[src/rtl/gdfw_pkg.sv]
// Package for the graph depth-first walk block: vertex width, opcode and
// status codes, the result record and the adjacency store command bundle.
// No dependencies.
`default_nettype none

package gdfw_pkg;

    localparam int VTX_W    = 3;
    localparam int VTX_SPAN = 1 << VTX_W;

    localparam logic OP_ADD  = 1'b0;
    localparam logic OP_WALK = 1'b1;

    localparam logic ST_OK   = 1'b0;
    localparam logic ST_DROP = 1'b1;

    typedef struct packed {
        logic [VTX_W-1:0] visit_vertex;
        logic             last_of_run;
        logic             status;
    } t_result;

    // Enables for the adjacency store ports
    typedef struct packed {
        logic cnt_re;
        logic cnt_we;
        logic tbl_re;
        logic tbl_we;
    } t_store_cmd;

endpackage

`default_nettype wire

[src/rtl/gdfw_in_if.sv]
// Request channel of the graph depth-first walk block: valid/ready plus
// the opcode and two vertex fields. Depends on gdfw_pkg.
`default_nettype none

interface gdfw_in_if import gdfw_pkg::*; ();
    logic             valid;
    logic             ready;
    logic             opcode;
    logic [VTX_W-1:0] first_vertex;
    logic [VTX_W-1:0] second_vertex;

    modport source (output valid, output opcode, output first_vertex,
                    output second_vertex, input ready);
    modport sink   (input valid, input opcode, input first_vertex,
                    input second_vertex, output ready);
endinterface

`default_nettype wire

[src/rtl/gdfw_out_if.sv]
// Result channel of the graph depth-first walk block: valid/ready plus
// the visited vertex, end-of-run flag and status. Depends on gdfw_pkg.
`default_nettype none

interface gdfw_out_if import gdfw_pkg::*; ();
    logic             valid;
    logic             ready;
    logic [VTX_W-1:0] visit_vertex;
    logic             last_of_run;
    logic             status;

    modport source (output valid, output visit_vertex, output last_of_run,
                    output status, input ready);
    modport sink   (input valid, input visit_vertex, input last_of_run,
                    input status, output ready);
endinterface

`default_nettype wire

[src/rtl/gdfw_adj_store.sv]
// Adjacency store: neighbor table memory and per-vertex count memory, both
// with registered reads. Counts read as zero until first written.
// Depends on gdfw_pkg.
`default_nettype none

module gdfw_adj_store import gdfw_pkg::*; #(
    parameter int  NV         = 8,
    parameter int  MAX_DEGREE = 8,
    localparam int IW         = $clog2(NV),
    localparam int DW         = (MAX_DEGREE > 1) ? $clog2(MAX_DEGREE) : 1,
    localparam int CW         = $clog2(MAX_DEGREE + 1),
    localparam int AW         = IW + DW
) (
    input  wire logic          i_clk,
    input  wire logic          i_rst_n,
    input  wire t_store_cmd    i_cmd,
    input  wire logic [IW-1:0] i_cnt_addr,
    input  wire logic [CW-1:0] i_cnt_wdata,
    output logic      [CW-1:0] o_cnt_rdata,
    input  wire logic [AW-1:0] i_tbl_raddr,
    input  wire logic [AW-1:0] i_tbl_waddr,
    input  wire logic [IW-1:0] i_tbl_wdata,
    output logic      [IW-1:0] o_tbl_rdata
);

    localparam int TBL_DEPTH = 1 << AW;

    logic [IW-1:0] r_tbl [0:TBL_DEPTH-1];
    logic [IW-1:0] r_tbl_q;

    logic [CW-1:0] r_cnt [0:NV-1];
    logic [NV-1:0] r_cnt_vld;
    logic [CW-1:0] r_cnt_q;
    logic          r_cnt_q_vld;

    always_ff @(posedge i_clk) begin
        if (i_cmd.tbl_we) begin
            r_tbl[i_tbl_waddr] <= i_tbl_wdata;
        end
        if (i_cmd.tbl_re) begin
            r_tbl_q <= r_tbl[i_tbl_raddr];
        end
    end

    always_ff @(posedge i_clk) begin
        if (i_cmd.cnt_we) begin
            r_cnt[i_cnt_addr] <= i_cnt_wdata;
        end
        if (i_cmd.cnt_re) begin
            r_cnt_q     <= r_cnt[i_cnt_addr];
            r_cnt_q_vld <= r_cnt_vld[i_cnt_addr];
        end
    end

    // Valid bits stand in for clearing the count memory at reset
    always_ff @(posedge i_clk) begin
        if (!i_rst_n) begin
            r_cnt_vld <= '0;
        end else if (i_cmd.cnt_we) begin
            r_cnt_vld[i_cnt_addr] <= 1'b1;
        end
    end

    assign o_cnt_rdata = r_cnt_q_vld ? r_cnt_q : '0;
    assign o_tbl_rdata = r_tbl_q;

endmodule

`default_nettype wire

[src/rtl/gdfw_out_reg.sv]
// Output register of the graph depth-first walk block: holds one result
// while the sink stalls. Depends on gdfw_pkg and gdfw_out_if.
`default_nettype none

module gdfw_out_reg import gdfw_pkg::*; (
    input  wire logic    i_clk,
    input  wire logic    i_rst_n,
    input  wire logic    i_load,
    input  wire t_result i_res,
    output logic         o_free,
    gdfw_out_if.source   o_res
);

    logic    r_valid;
    t_result r_res;

    always_ff @(posedge i_clk) begin
        if (!i_rst_n) begin
            r_valid <= 1'b0;
        end else if (i_load) begin
            r_valid <= 1'b1;
        end else if (o_res.ready) begin
            r_valid <= 1'b0;
        end
    end

    always_ff @(posedge i_clk) begin
        if (i_load) begin
            r_res <= i_res;
        end
    end

    assign o_free             = !r_valid || o_res.ready;
    assign o_res.valid        = r_valid;
    assign o_res.visit_vertex = r_res.visit_vertex;
    assign o_res.last_of_run  = r_res.last_of_run;
    assign o_res.status       = r_res.status;

`ifndef NO_ASSERTIONS
    a_load_when_free : assert property (@(posedge i_clk) disable iff (!i_rst_n)
        i_load |-> o_free)
        else $error("result loaded over one not yet taken");
`endif

endmodule

`default_nettype wire

[src/rtl/graph_depth_first_walk_top.sv]
// Graph depth-first walk: adjacency lists in a table memory, walk control.
// Add edge: count reads, degree check, list appends unless dropped, then a result.
// Walk: push the start vertex, then for every top-of-stack visit read its
// count and scan its adjacency entries, one entry per cycle unless a new
// vertex waits for the output register; the last visit closes the run.
// One request at a time. Reset clears counts, visited marks and stack.
`default_nettype none

module graph_depth_first_walk_top import gdfw_pkg::*; #(
    parameter int NUM_VERTICES = 8,
    parameter int MAX_DEGREE   = 8
) (
    input  wire logic i_clk,
    input  wire logic i_rst_n,
    gdfw_in_if.sink   i_req,
    gdfw_out_if.source o_res
);

    localparam int NV = (NUM_VERTICES < VTX_SPAN) ? NUM_VERTICES : VTX_SPAN;
    localparam int IW = $clog2(NV);
    localparam int DW = (MAX_DEGREE > 1) ? $clog2(MAX_DEGREE) : 1;
    localparam int CW = $clog2(MAX_DEGREE + 1);
    localparam int AW = IW + DW;
    localparam int FW = $clog2(NV + 1);

    localparam logic [CW:0]   MAXD    = (CW + 1)'(MAX_DEGREE);
    localparam logic [CW:0]   TWO     = (CW + 1)'(2);
    localparam logic [FW-1:0] FILL_NV = FW'(NV);

    localparam logic [3:0] S_IDLE    = 4'd0;
    localparam logic [3:0] S_ADD_B   = 4'd1;
    localparam logic [3:0] S_ADD_CHK = 4'd2;
    localparam logic [3:0] S_ADD_WB  = 4'd3;
    localparam logic [3:0] S_EMIT    = 4'd4;
    localparam logic [3:0] S_W_START = 4'd5;
    localparam logic [3:0] S_W_TOP   = 4'd6;
    localparam logic [3:0] S_W_CNT   = 4'd7;
    localparam logic [3:0] S_W_SCAN  = 4'd8;
    localparam logic [3:0] S_W_END   = 4'd9;

    logic [3:0]       r_state, n_state;
    logic [VTX_W-1:0] r_a, n_a;
    logic [VTX_W-1:0] r_b, n_b;
    logic [CW-1:0]    r_cnt_a, n_cnt_a;
    logic [CW-1:0]    r_cnt_b, n_cnt_b;
    logic             r_status, n_status;
    logic [CW-1:0]    r_cnt, n_cnt;
    logic [DW-1:0]    r_slot, n_slot;
    logic [VTX_W-1:0] r_pend, n_pend;
    logic [FW-1:0]    r_fill, n_fill;
    logic [NV-1:0]    r_visited;
    logic [IW-1:0]    r_stk [0:NV-1];

    t_store_cmd    cmd;
    logic [IW-1:0] cnt_addr;
    logic [CW-1:0] cnt_wdata;
    logic [CW-1:0] cnt_rd;
    logic [AW-1:0] tbl_raddr;
    logic [AW-1:0] tbl_waddr;
    logic [IW-1:0] tbl_wdata;
    logic [IW-1:0] tbl_rd;

    logic          out_load;
    t_result       out_res;
    logic          out_free;

    logic          vis_set;
    logic [IW-1:0] vis_idx;
    logic          push;
    logic [IW-1:0] push_v;
    logic          do_pop;

    logic          accept;
    logic [FW-1:0] fill_m1;
    logic [IW-1:0] top_v;
    logic [CW:0]   cnt_a_x;
    logic [CW:0]   cnt_b_x;
    logic          same;
    logic          drop;
    logic          w_in;
    logic          hit;
    logic [CW-1:0] slot_nx;

    gdfw_adj_store #(
        .NV         (NV),
        .MAX_DEGREE (MAX_DEGREE)
    ) u_store (
        .i_clk       (i_clk),
        .i_rst_n     (i_rst_n),
        .i_cmd       (cmd),
        .i_cnt_addr  (cnt_addr),
        .i_cnt_wdata (cnt_wdata),
        .o_cnt_rdata (cnt_rd),
        .i_tbl_raddr (tbl_raddr),
        .i_tbl_waddr (tbl_waddr),
        .i_tbl_wdata (tbl_wdata),
        .o_tbl_rdata (tbl_rd)
    );

    gdfw_out_reg u_out (
        .i_clk   (i_clk),
        .i_rst_n (i_rst_n),
        .i_load  (out_load),
        .i_res   (out_res),
        .o_free  (out_free),
        .o_res   (o_res)
    );

    assign i_req.ready = (r_state == S_IDLE);
    assign accept      = i_req.valid && i_req.ready;

    assign fill_m1 = r_fill - 1'b1;
    assign top_v   = r_stk[fill_m1[IW-1:0]];
    assign cnt_a_x = {1'b0, r_cnt_a};
    assign cnt_b_x = {1'b0, cnt_rd};
    assign same    = (r_a == r_b);
    assign drop    = same ? ((cnt_a_x + TWO) > MAXD)
                          : ((cnt_a_x >= MAXD) || (cnt_b_x >= MAXD));
    assign w_in    = (32'(tbl_rd) < NV);
    assign hit     = w_in && !r_visited[tbl_rd];
    assign slot_nx = CW'(r_slot) + 1'b1;

    always_comb begin
        n_state   = r_state;
        n_a       = r_a;
        n_b       = r_b;
        n_cnt_a   = r_cnt_a;
        n_cnt_b   = r_cnt_b;
        n_status  = r_status;
        n_cnt     = r_cnt;
        n_slot    = r_slot;
        n_pend    = r_pend;
        n_fill    = r_fill;
        cmd       = '0;
        cnt_addr  = '0;
        cnt_wdata = '0;
        tbl_raddr = '0;
        tbl_waddr = '0;
        tbl_wdata = '0;
        out_load  = 1'b0;
        out_res   = '0;
        vis_set   = 1'b0;
        vis_idx   = '0;
        push      = 1'b0;
        push_v    = '0;
        do_pop    = 1'b0;

        case (r_state)
            S_IDLE: begin
                if (accept) begin
                    n_a = i_req.first_vertex;
                    n_b = i_req.second_vertex;
                    if (i_req.opcode == OP_WALK) begin
                        n_state = S_W_START;
                    end else if ((32'(i_req.first_vertex) >= NV) ||
                                 (32'(i_req.second_vertex) >= NV)) begin
                        n_status = ST_DROP;
                        n_state  = S_EMIT;
                    end else begin
                        cmd.cnt_re = 1'b1;
                        cnt_addr   = i_req.first_vertex[IW-1:0];
                        n_state    = S_ADD_B;
                    end
                end
            end
            S_ADD_B: begin
                n_cnt_a    = cnt_rd;
                cmd.cnt_re = 1'b1;
                cnt_addr   = r_b[IW-1:0];
                n_state    = S_ADD_CHK;
            end
            S_ADD_CHK: begin
                if (drop) begin
                    n_status = ST_DROP;
                    n_state  = S_EMIT;
                end else begin
                    // Append b to a's list; a self-loop appends again next cycle
                    cmd.tbl_we = 1'b1;
                    tbl_waddr  = {r_a[IW-1:0], r_cnt_a[DW-1:0]};
                    tbl_wdata  = r_b[IW-1:0];
                    cmd.cnt_we = 1'b1;
                    cnt_addr   = r_a[IW-1:0];
                    cnt_wdata  = r_cnt_a + 1'b1;
                    n_cnt_b    = same ? (r_cnt_a + 1'b1) : cnt_rd;
                    n_status   = ST_OK;
                    n_state    = S_ADD_WB;
                end
            end
            S_ADD_WB: begin
                cmd.tbl_we = 1'b1;
                tbl_waddr  = {r_b[IW-1:0], r_cnt_b[DW-1:0]};
                tbl_wdata  = r_a[IW-1:0];
                cmd.cnt_we = 1'b1;
                cnt_addr   = r_b[IW-1:0];
                cnt_wdata  = r_cnt_b + 1'b1;
                n_state    = S_EMIT;
            end
            S_EMIT: begin
                if (out_free) begin
                    out_load = 1'b1;
                    out_res  = '{visit_vertex: '0, last_of_run: 1'b1,
                                 status: r_status};
                    n_state  = S_IDLE;
                end
            end
            S_W_START: begin
                if (32'(r_a) >= NV) begin
                    n_state = S_IDLE;
                end else begin
                    vis_set = 1'b1;
                    vis_idx = r_a[IW-1:0];
                    push    = 1'b1;
                    push_v  = r_a[IW-1:0];
                    n_fill  = FW'(1);
                    n_pend  = r_a;
                    n_state = S_W_TOP;
                end
            end
            S_W_TOP: begin
                cmd.cnt_re = 1'b1;
                cnt_addr   = top_v;
                n_state    = S_W_CNT;
            end
            S_W_CNT: begin
                n_cnt = cnt_rd;
                if (cnt_rd == '0) begin
                    do_pop = 1'b1;
                end else begin
                    cmd.tbl_re = 1'b1;
                    tbl_raddr  = {top_v, {DW{1'b0}}};
                    n_slot     = '0;
                    n_state    = S_W_SCAN;
                end
            end
            S_W_SCAN: begin
                if (hit) begin
                    // Hold the scan until the previous visit can be sent
                    if (out_free) begin
                        out_load = 1'b1;
                        out_res  = '{visit_vertex: r_pend, last_of_run: 1'b0,
                                     status: ST_OK};
                        n_pend   = VTX_W'(tbl_rd);
                        vis_set  = 1'b1;
                        vis_idx  = tbl_rd;
                        if (r_fill < FILL_NV) begin
                            push   = 1'b1;
                            push_v = tbl_rd;
                            n_fill = r_fill + 1'b1;
                        end
                        n_state = S_W_TOP;
                    end
                end else if (slot_nx < r_cnt) begin
                    cmd.tbl_re = 1'b1;
                    tbl_raddr  = {top_v, slot_nx[DW-1:0]};
                    n_slot     = slot_nx[DW-1:0];
                end else begin
                    do_pop = 1'b1;
                end
            end
            S_W_END: begin
                if (out_free) begin
                    out_load = 1'b1;
                    out_res  = '{visit_vertex: r_pend, last_of_run: 1'b1,
                                 status: ST_OK};
                    n_state  = S_IDLE;
                end
            end
            default: begin
                n_state = S_IDLE;
            end
        endcase

        if (do_pop) begin
            n_fill  = fill_m1;
            n_state = (fill_m1 == '0) ? S_W_END : S_W_TOP;
        end
    end

    always_ff @(posedge i_clk) begin
        if (!i_rst_n) begin
            r_state   <= S_IDLE;
            r_fill    <= '0;
            r_visited <= '0;
        end else begin
            r_state <= n_state;
            r_fill  <= n_fill;
            if (vis_set) begin
                r_visited[vis_idx] <= 1'b1;
            end
        end
    end

    always_ff @(posedge i_clk) begin
        r_a      <= n_a;
        r_b      <= n_b;
        r_cnt_a  <= n_cnt_a;
        r_cnt_b  <= n_cnt_b;
        r_status <= n_status;
        r_cnt    <= n_cnt;
        r_slot   <= n_slot;
        r_pend   <= n_pend;
        if (push) begin
            r_stk[r_fill[IW-1:0]] <= push_v;
        end
    end

`ifndef NO_ASSERTIONS
    a_busy_after_accept : assert property (@(posedge i_clk) disable iff (!i_rst_n)
        accept |=> (r_state != S_IDLE))
        else $error("request accepted but controller stayed idle");

    a_stack_nonempty : assert property (@(posedge i_clk) disable iff (!i_rst_n)
        ((r_state == S_W_TOP) || (r_state == S_W_CNT) || (r_state == S_W_SCAN))
        |-> (r_fill != '0))
        else $error("walk step with an empty vertex stack");

    a_walk_ends_empty : assert property (@(posedge i_clk) disable iff (!i_rst_n)
        (r_state == S_W_END) |-> (r_fill == '0))
        else $error("walk closed with vertices left on the stack");

    a_stack_bound : assert property (@(posedge i_clk) disable iff (!i_rst_n)
        push |-> (r_fill < FILL_NV) || (r_state == S_W_START))
        else $error("push onto a full vertex stack");
`endif

endmodule

`default_nettype wire

[src/flat_wrapper.sv]
// flat-port wrapper written by rule: the top's interface ports become plain ports
module graph_depth_first_walk_top_flat import gdfw_pkg::*;
#(
    parameter int NUM_VERTICES = 8,
    parameter int MAX_DEGREE   = 8
)
  (i_clk, i_rst_n, i_req_valid, i_req_opcode, i_req_first_vertex, i_req_second_vertex, i_req_ready, o_res_valid, o_res_visit_vertex, o_res_last_of_run, o_res_status, o_res_ready);
  gdfw_in_if i_req_i ();
  gdfw_out_if o_res_i ();
  input  wire logic i_clk;
  input  wire logic i_rst_n;
  input wire logic [$bits(i_req_i.valid)-1:0] i_req_valid;
  input wire logic [$bits(i_req_i.opcode)-1:0] i_req_opcode;
  input wire logic [$bits(i_req_i.first_vertex)-1:0] i_req_first_vertex;
  input wire logic [$bits(i_req_i.second_vertex)-1:0] i_req_second_vertex;
  output wire logic [$bits(i_req_i.ready)-1:0] i_req_ready;
  output wire logic [$bits(o_res_i.valid)-1:0] o_res_valid;
  output wire logic [$bits(o_res_i.visit_vertex)-1:0] o_res_visit_vertex;
  output wire logic [$bits(o_res_i.last_of_run)-1:0] o_res_last_of_run;
  output wire logic [$bits(o_res_i.status)-1:0] o_res_status;
  input wire logic [$bits(o_res_i.ready)-1:0] o_res_ready;
  assign i_req_i.valid = i_req_valid;
  assign i_req_i.opcode = i_req_opcode;
  assign i_req_i.first_vertex = i_req_first_vertex;
  assign i_req_i.second_vertex = i_req_second_vertex;
  assign i_req_ready = i_req_i.ready;
  assign o_res_valid = o_res_i.valid;
  assign o_res_visit_vertex = o_res_i.visit_vertex;
  assign o_res_last_of_run = o_res_i.last_of_run;
  assign o_res_status = o_res_i.status;
  assign o_res_i.ready = o_res_ready;
  graph_depth_first_walk_top #(.NUM_VERTICES(NUM_VERTICES), .MAX_DEGREE(MAX_DEGREE)) u_core (.i_clk(i_clk), .i_rst_n(i_rst_n), .i_req(i_req_i), .o_res(o_res_i));
endmodule
[config.mk]
export PLATFORM = sky130hd
export DESIGN_NAME = graph_depth_first_walk_top_flat
export DESIGN_NICKNAME = d
export VERILOG_FILES = /design/src/rtl/gdfw_pkg.sv /design/src/rtl/gdfw_in_if.sv /design/src/rtl/gdfw_out_if.sv /design/src/rtl/gdfw_adj_store.sv /design/src/rtl/gdfw_out_reg.sv /design/src/rtl/graph_depth_first_walk_top.sv /design/src/flat_wrapper.sv
export SDC_FILE = /design/constraint.sdc
export NUM_CORES = 1
export LEC_CHECK = 0
export BUFFER_PORTS_ARGS = -buffer_cell sky130_fd_sc_hd__buf_2
export CAP_MARGIN = 20
export CORE_AREA = 2 2 149 151
export DETAILED_ROUTE_END_ITERATION = 16
export DIE_AREA = 0 0 151 153
export PLACE_DENSITY = 0.87
export RECOVER_POWER = 50
export SYNTH_ARGS = -nofsm -noshare
export SYNTH_HDL_FRONTEND = slang
export SYNTH_SLANG_ARGS = --single-unit
export TNS_END_PERCENT = 10
[constraint.sdc]
create_clock -name i_clk -period 9.9 [get_ports i_clk]
set_input_delay 0.495 -clock i_clk [delete_from_list [all_inputs] [get_ports i_clk]]
set_output_delay 0.495 -clock i_clk [all_outputs]
set_load 0.1 [all_outputs]
Word-level counts from Yosys, hierarchy flattened

Memories as Yosys holds them, arrays and structs flattened. A register that Yosys moved wholly into a read port is not among the register bits.
Index checks and enable logic that the tools add are counted.

Shifts and indexed selects: 0
Add/sub/neg operators: 6
Muxes and demuxes: 87
Divide/modulo/power cells: 0
Bitwise operators: 3
Equal/unequal tests: 21
Multipliers: 0
$lt $le $gt $ge: 10
Reduce and logical (&&, ||, !) cells: 22

Operators by type and width:

| kind                                                        | count |
|---|---|
| two-way mux 4 bit                                           | 14 |
| two-way mux 3 bit                                           | 16 |
| case mux 4 bit (9 select lines)                             | 1 |
| case mux 3 bit (2 select lines)                             | 5 |
| two-way mux 1 bit                                           | 26 |
| two-way mux 6 bit                                           | 4 |
| case mux 6 bit (2 select lines)                             | 2 |
| equality test 4 x 3 -> 1 bit (second input constant)        | 4 |
| bitwise OR 8 bit                                            | 2 |
| case mux 4 bit (2 select lines)                             | 2 |
| two-way mux 5 bit                                           | 3 |
| case mux 5 bit (3 select lines)                             | 1 |
| case mux 1 bit (2 select lines)                             | 7 |
| adder 4 x 1 -> 4 bit (second input constant)                | 3 |
| zero test 4 bit                                             | 3 |
| less-than comparator 3 x 4 -> 1 bit (second input constant) | 3 |
| case mux 3 bit (4 select lines)                             | 1 |
| inequality test 3 x 1 -> 1 bit (second input constant)      | 3 |
| equality test 4 x 2 -> 1 bit (second input constant)        | 2 |
| equality test 4 bit (second input constant)                 | 2 |
| >= comparator 4 bit (second input constant)                 | 2 |
| AND reduction 4 bit                                         | 2 |
| binary-select mux 1 bit (select 3 bit)                      | 2 |
| demux 1 bit (select 3 bit)                                  | 2 |
| 24 further kinds                                            | 37 |

Bits in read-only memories: 0
Flip-flop bits (word level): 56
Memories: 3
Logic and storage cells: 169
Memory bits (writable): 248
Output and inout bits: 7
Latch bits: 0
Bits of input ports: 11

Memory list:

| memory               | words | bits a word | rd ports | clocked after Yosys merged registers in | write ports | RTL line                         | text |
|---|---|---|---|---|---|---|---|
| u_core.u_store.r_tbl | 64    | 3           | 1        | 1                                       | 1           | gdfw_adj_store.sv:28             | `logic [IW-1:0] r_tbl [0:TBL_DEPTH-1];` |
| u_core.u_store.r_cnt | 8     | 4           | 1        | 1                                       | 1           | gdfw_adj_store.sv:31             | `logic [CW-1:0] r_cnt [0:NV-1];` |
| u_core.r_stk         | 8     | 3           | 1        | 0                                       | 1           | graph_depth_first_walk_top.sv:52 | `logic [IW-1:0] r_stk [0:NV-1];` |

Logic depth before layout (Yosys ltp)

Gate-level depths: netlist of run 1.

Depth in word-level cells: 11
Mapped depth: 16
Gate-level depth less buffers: 13

By module

A second synthesis of run 1 with hierarchy kept.

Cells, all modules: 921
Area, all modules: 13,777.0 um^2

Modules (own cells, without submodules):

| module                     | sequential area each (um^2) | area each (um^2) | times used | cells an instance |
|---|---|---|---|---|
| gdfw_adj_store             | 7,126.8                     | 9,591.7          | 1          | 524 |
| graph_depth_first_walk_top | 1,791.7                     | 3,986.3          | 1          | 388 |
| gdfw_out_reg               | 170.2                       | 198.9            | 1          | 9 |

Least setup slack after synthesis of run 1

OpenSTA, ideal clock, no wires.

Path kind: reg-to-reg
From: register u_core.r_state[1]
To: register u_core.u_store.r_cnt_q[0], read port of u_core.u_store.r_cnt, data pin
Path slack: 4.425 ns
Data arrival time: 5.215 ns
Clock period less this slack: 5.475 ns
Cell stages (with the launch flop): 11
Path buffers: 2
Library setup time: 0.260 ns
Required time: 9.640 ns
Cells stage by stage: dfxtp_1 buf_2 nor4_1 and2_1 nor2b_1 a22oi_1 o21ai_0 a21oi_1 buf_2 mux4_2 mux2_2

Cells in the longest elaborated chain, start to end: 4
Elaborated cells between the ends (all ways): 12
Those cells by class: eq/ne (4); mux (4); reduce/logical (4)

RTL lines:

| what                                                                               | RTL line                          | text |
|---|---|---|
| from (decl)                                                                        | graph_depth_first_walk_top.sv:41  | `logic [3:0] r_state, n_state;` |
| from (signal assigned)                                                             | graph_depth_first_walk_top.sv:285 | `r_state <= n_state;` |
| zero test 4 bit (*)                                                                | graph_depth_first_walk_top.sv:109 | `assign i_req.ready = (r_state == S_IDLE);` |
| named net i_req_ready                                                              | flat_wrapper.sv:16                | `output wire logic [$bits(i_req_i.ready)-1:0] i_req_ready;` |
| logical AND 1 bit                                                                  | graph_depth_first_walk_top.sv:110 | `assign accept = i_req.valid && i_req.ready;` |
| two-way mux 3 bit or two-way mux 1 bit (tied branches)                             | graph_depth_first_walk_top.sv:150 | `if (accept) begin` |
| case mux 3 bit (4 select lines) or case mux 1 bit (2 select lines) (tied branches) | graph_depth_first_walk_top.sv:148 | `case (r_state)` |
| to (decl)                                                                          | gdfw_adj_store.sv:33              | `logic [CW-1:0] r_cnt_q;` |

The timed path passes the listed nets; every way through them passes the cells marked *.
A chain may end at the register's enable or synchronous reset.

Final worst setup path of run 1

From: register u_core.r_a[1]
To: memory u_core.u_store.r_tbl[14][1] in the netlist's numbering, data pin

Cells in the longest elaborated chain, start to end: 4

RTL lines:

| what                                | RTL line                          | text |
|---|---|---|
| from (decl)                         | graph_depth_first_walk_top.sv:42  | `logic [VTX_W-1:0] r_a, n_a;` |
| from (signal assigned)              | graph_depth_first_walk_top.sv:294 | `r_a <= n_a;` |
| equality test 3 bit                 | graph_depth_first_walk_top.sv:116 | `assign same = (r_a == r_b);` |
| two-way mux 1 bit                   | graph_depth_first_walk_top.sv:117 | `assign drop = same ? ((cnt_a_x + TWO) > MAXD)` |
| two-way mux 3 bit                   | graph_depth_first_walk_top.sv:173 | `if (drop) begin` |
| case mux 3 bit (2 select lines) (*) | graph_depth_first_walk_top.sv:148 |  |
| named net u_core.tbl_wdata[1]       | graph_depth_first_walk_top.sv:60  | `logic [IW-1:0] tbl_wdata;` |
| to (decl)                           | gdfw_adj_store.sv:28              |  |

Marks and branches as above.

==> impl_metrics.py, run 1 <==
metrics = {
    "synthesis": {
        "syn_area_um2": 13700,
        "synth_edf_count": 286,
        "synth_top_family_by_area": "simple AND/OR/NAND/NOR gates",
        "synth_xor_area_share_pct": 0.575,
        "ys_seq_elements": 311,
        "muxShareOfSynthArea_pct": 8.48,
        "synth_warnings": 0,
        "synthSimpleGateAreaFrac_pct": 11.4,
        "ys_top_cells_by_area": "edfxtp_1 (63%), dfxtp_1 (3.6%), mux4_2 (3.6%), nand2_1 (3.6%), nor2_1 (2.9%)",
        "yosysUniqueCellTypes": 72,
        "synth.avg_cell_area_um2": 13.3,
        "synth_compound_area_share_pct": 9.67,
        "async_flop_share_pct": 0,
        "synth_ff_type": "edfxtp_1",
        "synth_top_area_share_pct": 62.6,
        "synthAdderAreaFrac_pct": 0.912,
        "synth_area_leader_cell": "edfxtp_1",
        "synthCells": 1028,
        "syn_nets": 1049,
        "synth_seq_area_share_pct": 66.3,
    },
    "min_path": {
        "hold_depth": 1,
        "hp-class": "primary input to flip-flop",
        "min_to": "u_core.r_b[2]",
        "min_from": "i_req_second_vertex[2]",
    },
    "timing": {
        "setup_tns_ns": 0,
        "clock_skew_ns": 0.00870,
        "fmax_mhz": 189,
        "period_needed_ns": 5.28,
        "tightest_slew_ns": 2.50,
        "hold_viol_final": 0,
        "drv_slew": 162,
        "worst_hold_slack_ns": 0.120,
        "setup_viol": 0,
        "timing.final.crit_share_pct": 53.3,
        "rsz0062_at_grt": "no",
        "relSlewSlack_pct": -66.5,
    },
    "setup_path": {
        "worstPathArrival_ns": 5.27,
        "cpPeakStageDelay_ns": 1.81,
        "crit_path_top_delay_cell": "clkbuf_1",
        "start_kind": "flip-flop",
        "r2r_start": "u_core.r_a[1]",
        "crit-reg2reg-capture": "u_core.u_store.r_tbl[14][1]",
        "reg2reg_slack_ns": 4.62,
        "reg2reg_depth": 7,
        "crit_family": "buffers and inverters",
        "cp_max_fo": 57,
        "critical_path_class": "flip-flop to flip-flop",
        "cp.required_ns": 9.89,
        "path_cells": "xnor2_1 -> and3_1 -> a211oi_1 -> nand2_1 -> inv_1 -> a22o_1 -> clkbuf_1",
        "crit_start": "u_core.r_a[1]",
        "crit_buf_inv": 2,
        "end_kind": "flip-flop",
    },
    "grt": {
        "overflow": 0,
        "grt_pass1_wl_um": 48200,
        "antenna_found_initial": 0,
        "grtUsageTotal_pct": 27.3,
        "grt_pass1_vias": 8772,
        "grt_start_max_net_pins": 65,
    },
    "placed_design": {
        "place_inst": 1278,
        "dp_hpwl_um": 19400,
        "gp_congestion": 0.894,
        "io_buffers": 17,
    },
    "floorplanning": {
        "dieHeight_um": 153,
        "die_area_um2": 23100,
        "ios": 18,
        "die_x_um": 151,
        "row_count": 54,
        "coreArea_um2": 21500,
        "initial_core_util_pct": 63.8,
    },
    "clock_network": {
        "clk_pin_slew_ns": 0.06,
        "cts-hold-fix-buffers": 0,
        "clkLatencyLatePin_ns": 0.55,
        "cts.path.max_buffers": 3,
        "cts_tree": "yes",
        "postCtsResizedCells": 0,
        "cts.sinks": 311,
        "cts_buffers": 29,
        "htreeDepth": 1,
        "post-cts-setup-buffers": 0,
        "cts.root.buffer_cell": "clkbuf_16",
    },
    "final_layout": {
        "final_common_cell": "edfxtp_1",
        "drive_gt1_share_pct": 11.5,
        "instances_no_fill": 1334,
        "final_util_pct": 69.4,
        "nets": 1053,
        "final_cell_mix": "edfxtp_1 (286), nand2_1 (130), nor2_1 (107)",
        "antenna_cells": 0,
        "area_delta_synth_final_pct": 8.65,
    },
    "power_and_ir_drop": {
        "pwr-share-comb_pct": 13.5,
        "ir_worst_vdd_v": 0.000155,
        "intPower_mw": 2.32,
        "switchingPower_mw": 0.832,
        "pwr-share-clk_pct": 36.6,
        "switching_share_pct": 26.4,
        "powerDensity_nw_per_um2": 212,
        "p_leak_nw": 4.97,
        "p_total_mw": 3.15,
        "seqPwrFrac_pct": 49.9,
    },
    "drt": {
        "via_per_inst": 6.73,
        "routedWlPerCell_um": 23.4,
        "drtIter0Drc": 1247,
        "dr.pass1.iters": 6,
        "routed_wl_um": 31200,
        "vias": 8984,
        "remaining_drc_errors": 0,
        "ant_nets": 0,
    },
    "status": {
        "status": "finished, violations left",
        "violations": "max-capacitance violations, max-slew violations",
    },
    "flow_run": {
        "cap_viol_max_count": 3,
    },
}
state kept, by name, summed over array words and instances (netlist names):
name	cells
u_core.u_store.r_cnt_vld	8
u_core.u_store.r_cnt_q	4
u_core.u_store.r_tbl	192
u_core.r_stk	24
u_core.r_fill	4
u_core.u_store.r_cnt	32
u_core.r_pend	3
u_core.u_out.o_res.valid	1
u_core.u_out.o_res.status	1
u_core.r_visited	8
u_core.u_store.o_tbl_rdata	3
u_core.r_b	3
u_core.r_state	4
u_core.r_cnt_a	4
u_core.u_out.o_res.last_of_run	1
u_core.r_cnt_b	4
u_core.u_out.o_res.visit_vertex	3
u_core.r_a	3
u_core.u_store.r_cnt_q_vld	1
u_core.r_slot	3
u_core.r_cnt	4
u_core.r_status	1
Yosys cell counts (6+ instances only):
master and n:
nand3_1 31, dfxtp_1 25, nand2b_1 6, a211oi_1 9, nor3_1 17, a22oi_1 13, nor2b_1 7, clkbuf_1 25
nand4_1 6, a22o_1 11, mux4_2 22, o22ai_1 11, ha_1 10, mux2_2 25, nor2_1 107, and2_1 11
a31oi_1 10, o221ai_1 6, and3_1 10, edfxtp_1 286, xnor2_1 7, o21ai_0 27, a21oi_1 37, o21a_1 17
inv_1 25, buf_2 20, nand2_1 130, mux2i_1 37
how the worst max path moves through the flow:
stage | to | slack (ns) | cells past startpoint
detailed placement | u_core.u_store.o_tbl_rdata[1] | 5.20 | 11
floorplan | u_core.u_store.r_cnt_q[0] | 4.43 | 10
global route | u_core.u_store.r_tbl[9][1] | 4.23 | 7
CTS | u_core.u_store.o_tbl_rdata[1] | 5.09 | 11
finish | u_core.u_store.r_tbl[14][1] | 4.62 | 7
global placement | u_core.u_store.o_tbl_rdata[1] | 5.34 | 11
final cells by class:
cell class	instances	area, µm²
Inverter	25	93.8
Fill cell	1382	6590
Timing Repair Buffer	27	138
Multi-Input combinational cell	638	4240
Sequential cell	311	9090
Clock buffer	31	733
Clock inverter	22	258
Tap cell	280	350
power groups by stage:
stage          clock network [mW]  logic [mW]  registers, mW
2_1_floorplan                   0       0.306           1.59
3_3_place_gp                    0       0.406           1.59
3_5_place_dp                    0       0.417           1.60
4_1_cts                      1.15       0.423           1.57
5_1_grt                      1.21       0.455           1.58
6_report                     1.15       0.425           1.57
through the flow:
stage | cell area [µm²] | worst slack (ns)
final | 14900 | 4.62
after global routing | 14900 | 4.23
after CTS | 14900 | 5.09
after detailed placement | 13900 | 5.20
after global placement | 13900 | 5.34
after floorplan | 13700 | 4.43
routing by layer:
layer	global-route usage, %	part of all wire (%)	vias to the layer above
li1	-	-	3911
met1	37.3	38	4390
met2	43.7	49	564
met3	4.72	9.2	119
met4	11.5	4.2	0
met5	0	0	-
worst register-to-register path, stage by stage (launching register included):
cell and delay (ns):
edfxtp_1 0.61, xnor2_1 0.23, and3_1 0.30, a211oi_1 0.46
nand2_1 0.25, inv_1 0.59, a22o_1 0.44, clkbuf_1 1.81
kinds of logic (layout without fill, tap and decap cells):
family | Yosys count | after routing
and+or+nand+nor | 346 | 346
DFF | 311 | 311
AOI/OAI and AO/OA | 188 | 188
muxes | 85 | 85
buffers and inverters | 79 | 105
adders and majority gates | 10 | 10
xor gates and xnor gates | 9 | 9
No activity file was read; power rests on OpenSTA's default activity.
==> run 2: changes to the inputs <==
ABC_AREA = 1   (was not set)
CORE_AREA = 2 2 152 154   (was 2 2 149 151)
DIE_AREA = 0 0 154 156   (was 0 0 151 153)
PLACE_DENSITY = 0.85   (was 0.87)
clock period = 5.09 ns   (was 9.9 ns; I/O delays follow)
==> impl_metrics.py, run 2 <==
metrics = {
    "status": {
        "status": "finished, violations left",
        "violations": "max-capacitance violations, max-slew violations",
    },
    "synthesis": {
        "synth.avg_cell_area_um2": 10.3,
        "ys_seq_elements": 311,
        "yosys-top-cells-count": "nand3_1 (307), edfxtp_1 (286), nand2_1 (274)",
        "synth_top_area_share_pct": 61.4,
        "synth_compound_area_share_pct": 3.88,
        "syn_area_um2": 14000,
        "synth_top_family_by_area": "simple AND/OR/NAND/NOR gates",
        "synth_area_leader_cell": "edfxtp_1",
        "yosysMostFrequentCell": "nand3_1",
        "ys_top_cells_by_area": "edfxtp_1 (61%), nand3_1 (11%), nand2_1 (7.4%), dfxtp_1 (3.6%), nor2_1 (3.4%)",
        "synth_warnings": 0,
        "synth_edf_count": 286,
        "synth_xor_area_share_pct": 0.680,
        "synthSimpleGateAreaFrac_pct": 24.2,
        "muxShareOfSynthArea_pct": 0,
        "syn_nets": 1376,
        "synthCells": 1355,
        "async_flop_share_pct": 0,
        "yosysUniqueCellTypes": 44,
        "synth_seq_area_share_pct": 65.0,
        "synth_ff_type": "edfxtp_1",
        "synthAdderAreaFrac_pct": 0.895,
    },
    "timing": {
        "period_needed_ns": 4.40,
        "worst_hold_slack_ns": 0.107,
        "rsz0062_at_grt": "no",
        "relSlewSlack_pct": -6.40,
        "tightest_slew_ns": 1.60,
        "setup_tns_ns": 0,
        "drv_slew": 37,
        "setup_viol": 0,
        "clock_skew_ns": 0.0248,
        "worst_slack_ns": 0.690,
        "fmax_mhz": 227,
        "hold_viol_final": 0,
        "timing.final.crit_share_pct": 86.4,
    },
    "drt": {
        "wl_met1_um": 12400,
        "ant_nets": 0,
        "routedWlPerCell_um": 19.7,
        "drtIter0Drc": 1382,
        "wl_met2_um": 15900,
        "routed_wl_um": 32800,
        "dr.pass1.iters": 6,
        "remaining_drc_errors": 0,
        "highest_layer": "met4",
        "vias": 10300,
        "wl_met3_um": 3500,
        "via_per_inst": 6.17,
    },
    "clock_network": {
        "cts.path.max_buffers": 3,
        "clkLatencyLatePin_ns": 0.56,
        "cts_buffers": 29,
        "htreeDepth": 1,
        "cts.sinks": 311,
        "post-cts-setup-buffers": 0,
        "cts_tree": "yes",
        "cts.root.buffer_cell": "clkbuf_16",
        "clk_pin_slew_ns": 0.07,
    },
    "placed_design": {
        "preCtsSetupSlack_ns": 1.30,
        "io_buffers": 17,
        "dp_hpwl_um": 20400,
        "gp_congestion": 0.910,
        "place_area_um2": 14300,
    },
    "grt": {
        "grtUsageTotal_pct": 27.4,
        "antenna_found_initial": 0,
        "grt_start_max_net_pins": 97,
        "grt_pass1_wl_um": 51400,
        "grt_pass1_vias": 9918,
        "overflow": 0,
    },
    "setup_path": {
        "crit_family": "compound AO/OA/AOI/OAI gates",
        "crit_buf_inv": 1,
        "start_kind": "flip-flop",
        "cpPeakStageDelay_ns": 1.47,
        "path_cells": "xnor2_1 -> nand3_1 -> o21ai_0 -> nand3_1 -> o21ai_2 -> clkbuf_2",
        "cpMostUsedCell": "nand3_1",
        "reg2reg_slack_ns": 0.69,
        "end_kind": "flip-flop",
        "cp.required_ns": 5.34,
        "worstPathArrival_ns": 4.65,
        "critical_path_class": "flip-flop to flip-flop",
        "crit_path_top_delay_cell": "o21ai_2",
        "cp_max_fo": 36,
    },
    "floorplanning": {
        "ios": 18,
        "die_x_um": 154,
        "dieHeight_um": 156,
        "die_area_um2": 24000,
        "coreArea_um2": 22400,
        "row_count": 55,
        "initial_core_util_pct": 62.5,
    },
    "min_path": {
        "hp-class": "primary input to flip-flop",
    },
    "final_layout": {
        "final_util_pct": 68.0,
        "seq_area_um2": 9090,
        "final_cell_mix": "nand3_1 (308), edfxtp_1 (286), nand2_1 (273)",
        "final_common_cell": "nand3_1",
        "multi_input_area_um2": 4150,
        "drive_gt1_share_pct": 7.09,
        "antenna_cells": 0,
        "nets": 1382,
        "area_delta_synth_final_pct": 8.80,
        "fillCellCount": 1471,
        "finalInstanceArea_um2": 15200,
        "largest_reg_flops": 192,
        "regMostFlops": "u_core.u_store.r_tbl",
    },
    "power_and_ir_drop": {
        "powerDensity_nw_per_um2": 439,
        "p_leak_nw": 5.82,
        "ir_worst_vdd_v": 0.000395,
    },
    "flow_run": {
        "cap_viol_max_count": 2,
    },
}
-- run 2: changes by cell type in the layout (fill, tap and decap cells not counted), moves of 13 or more --
cell / change
nand3_1: +277
nand2_1: +143
inv_1: +91
mux2i_1: -36
mux2_2: -24
mux4_2: -22
nor2_1: +19
o21a_1: -17
a22oi_1: -13
o21ai_0: +13
-- run 2: where the power goes --
| group | internal [mW] | leakage, nW | switching [mW] | total (mW) |
|---|---|---|---|---|
| Sequential | 3.08 | 2.86 | 0.0879 | 3.17 |
| Combinational | 0.311 | 2.50 | 1.07 | 1.38 |
| Clock | 1.24 | 0.459 | 0.895 | 2.13 |
-- run 2: layout make-up --
cell class,count,area share (%)
Timing Repair Buffer,34,1.46
Inverter,123,3.03
Clock inverter,8,0.625
Multi-Input combinational cell,862,27.2
Sequential cell,311,59.7
Tap cell,285,2.34
Clock buffer,45,5.56
-- run 2: logic make-up after synthesis --
group	Yosys count
AND/OR/NAND/NOR	751
flip-flops	311
buffers and inverters	182
AO/OA/AOI/OAI	91
XOR/XNOR	10
adder cells (fa/ha/maj)	10
-- run 2: metrics by stage --
stage,std cells,total power [mW]
floorplan,1355,4.23
global route,1668,6.92
CTS,1667,6.68
detailed placement,1607,4.57
finish,1668,6.68
global placement,1607,4.53
-- run 2: worst min-delay path: cells and delay by family --
| kind | cells | cell delay (ns) |
|---|---|---|
| buffers and inverters | 1 | 0.09 |
| and+or+nand+nor | 2 | 0.21 |
-- run 2: worst paths after layout --
check | from | endpoint | cells after the start
hold reg to reg | u_core.r_visited[0] | u_core.r_visited[0] | 2
setup reg to reg | u_core.r_a[0] | u_core.u_store.r_tbl[52][0] | 6
hold / removal | o_res_ready | u_core.u_out.o_res.last_of_run | 3
setup / recovery | u_core.r_a[0] | u_core.u_store.r_tbl[52][0] | 6
-- run 2: layer usage --
metal	vias up	track usage (%)
li1	4686	-
met1	4866	37.0
met2	655	45.9
met3	90	3.94
met4	0	9.84
met5	-	0
-- run 2: timing repair --
action | 4_1_cts | 5_1_grt
hold buffers | 7 | 0
gates resized for setup | 0 | 0
endpoints found under the hold margin | 10 | 0
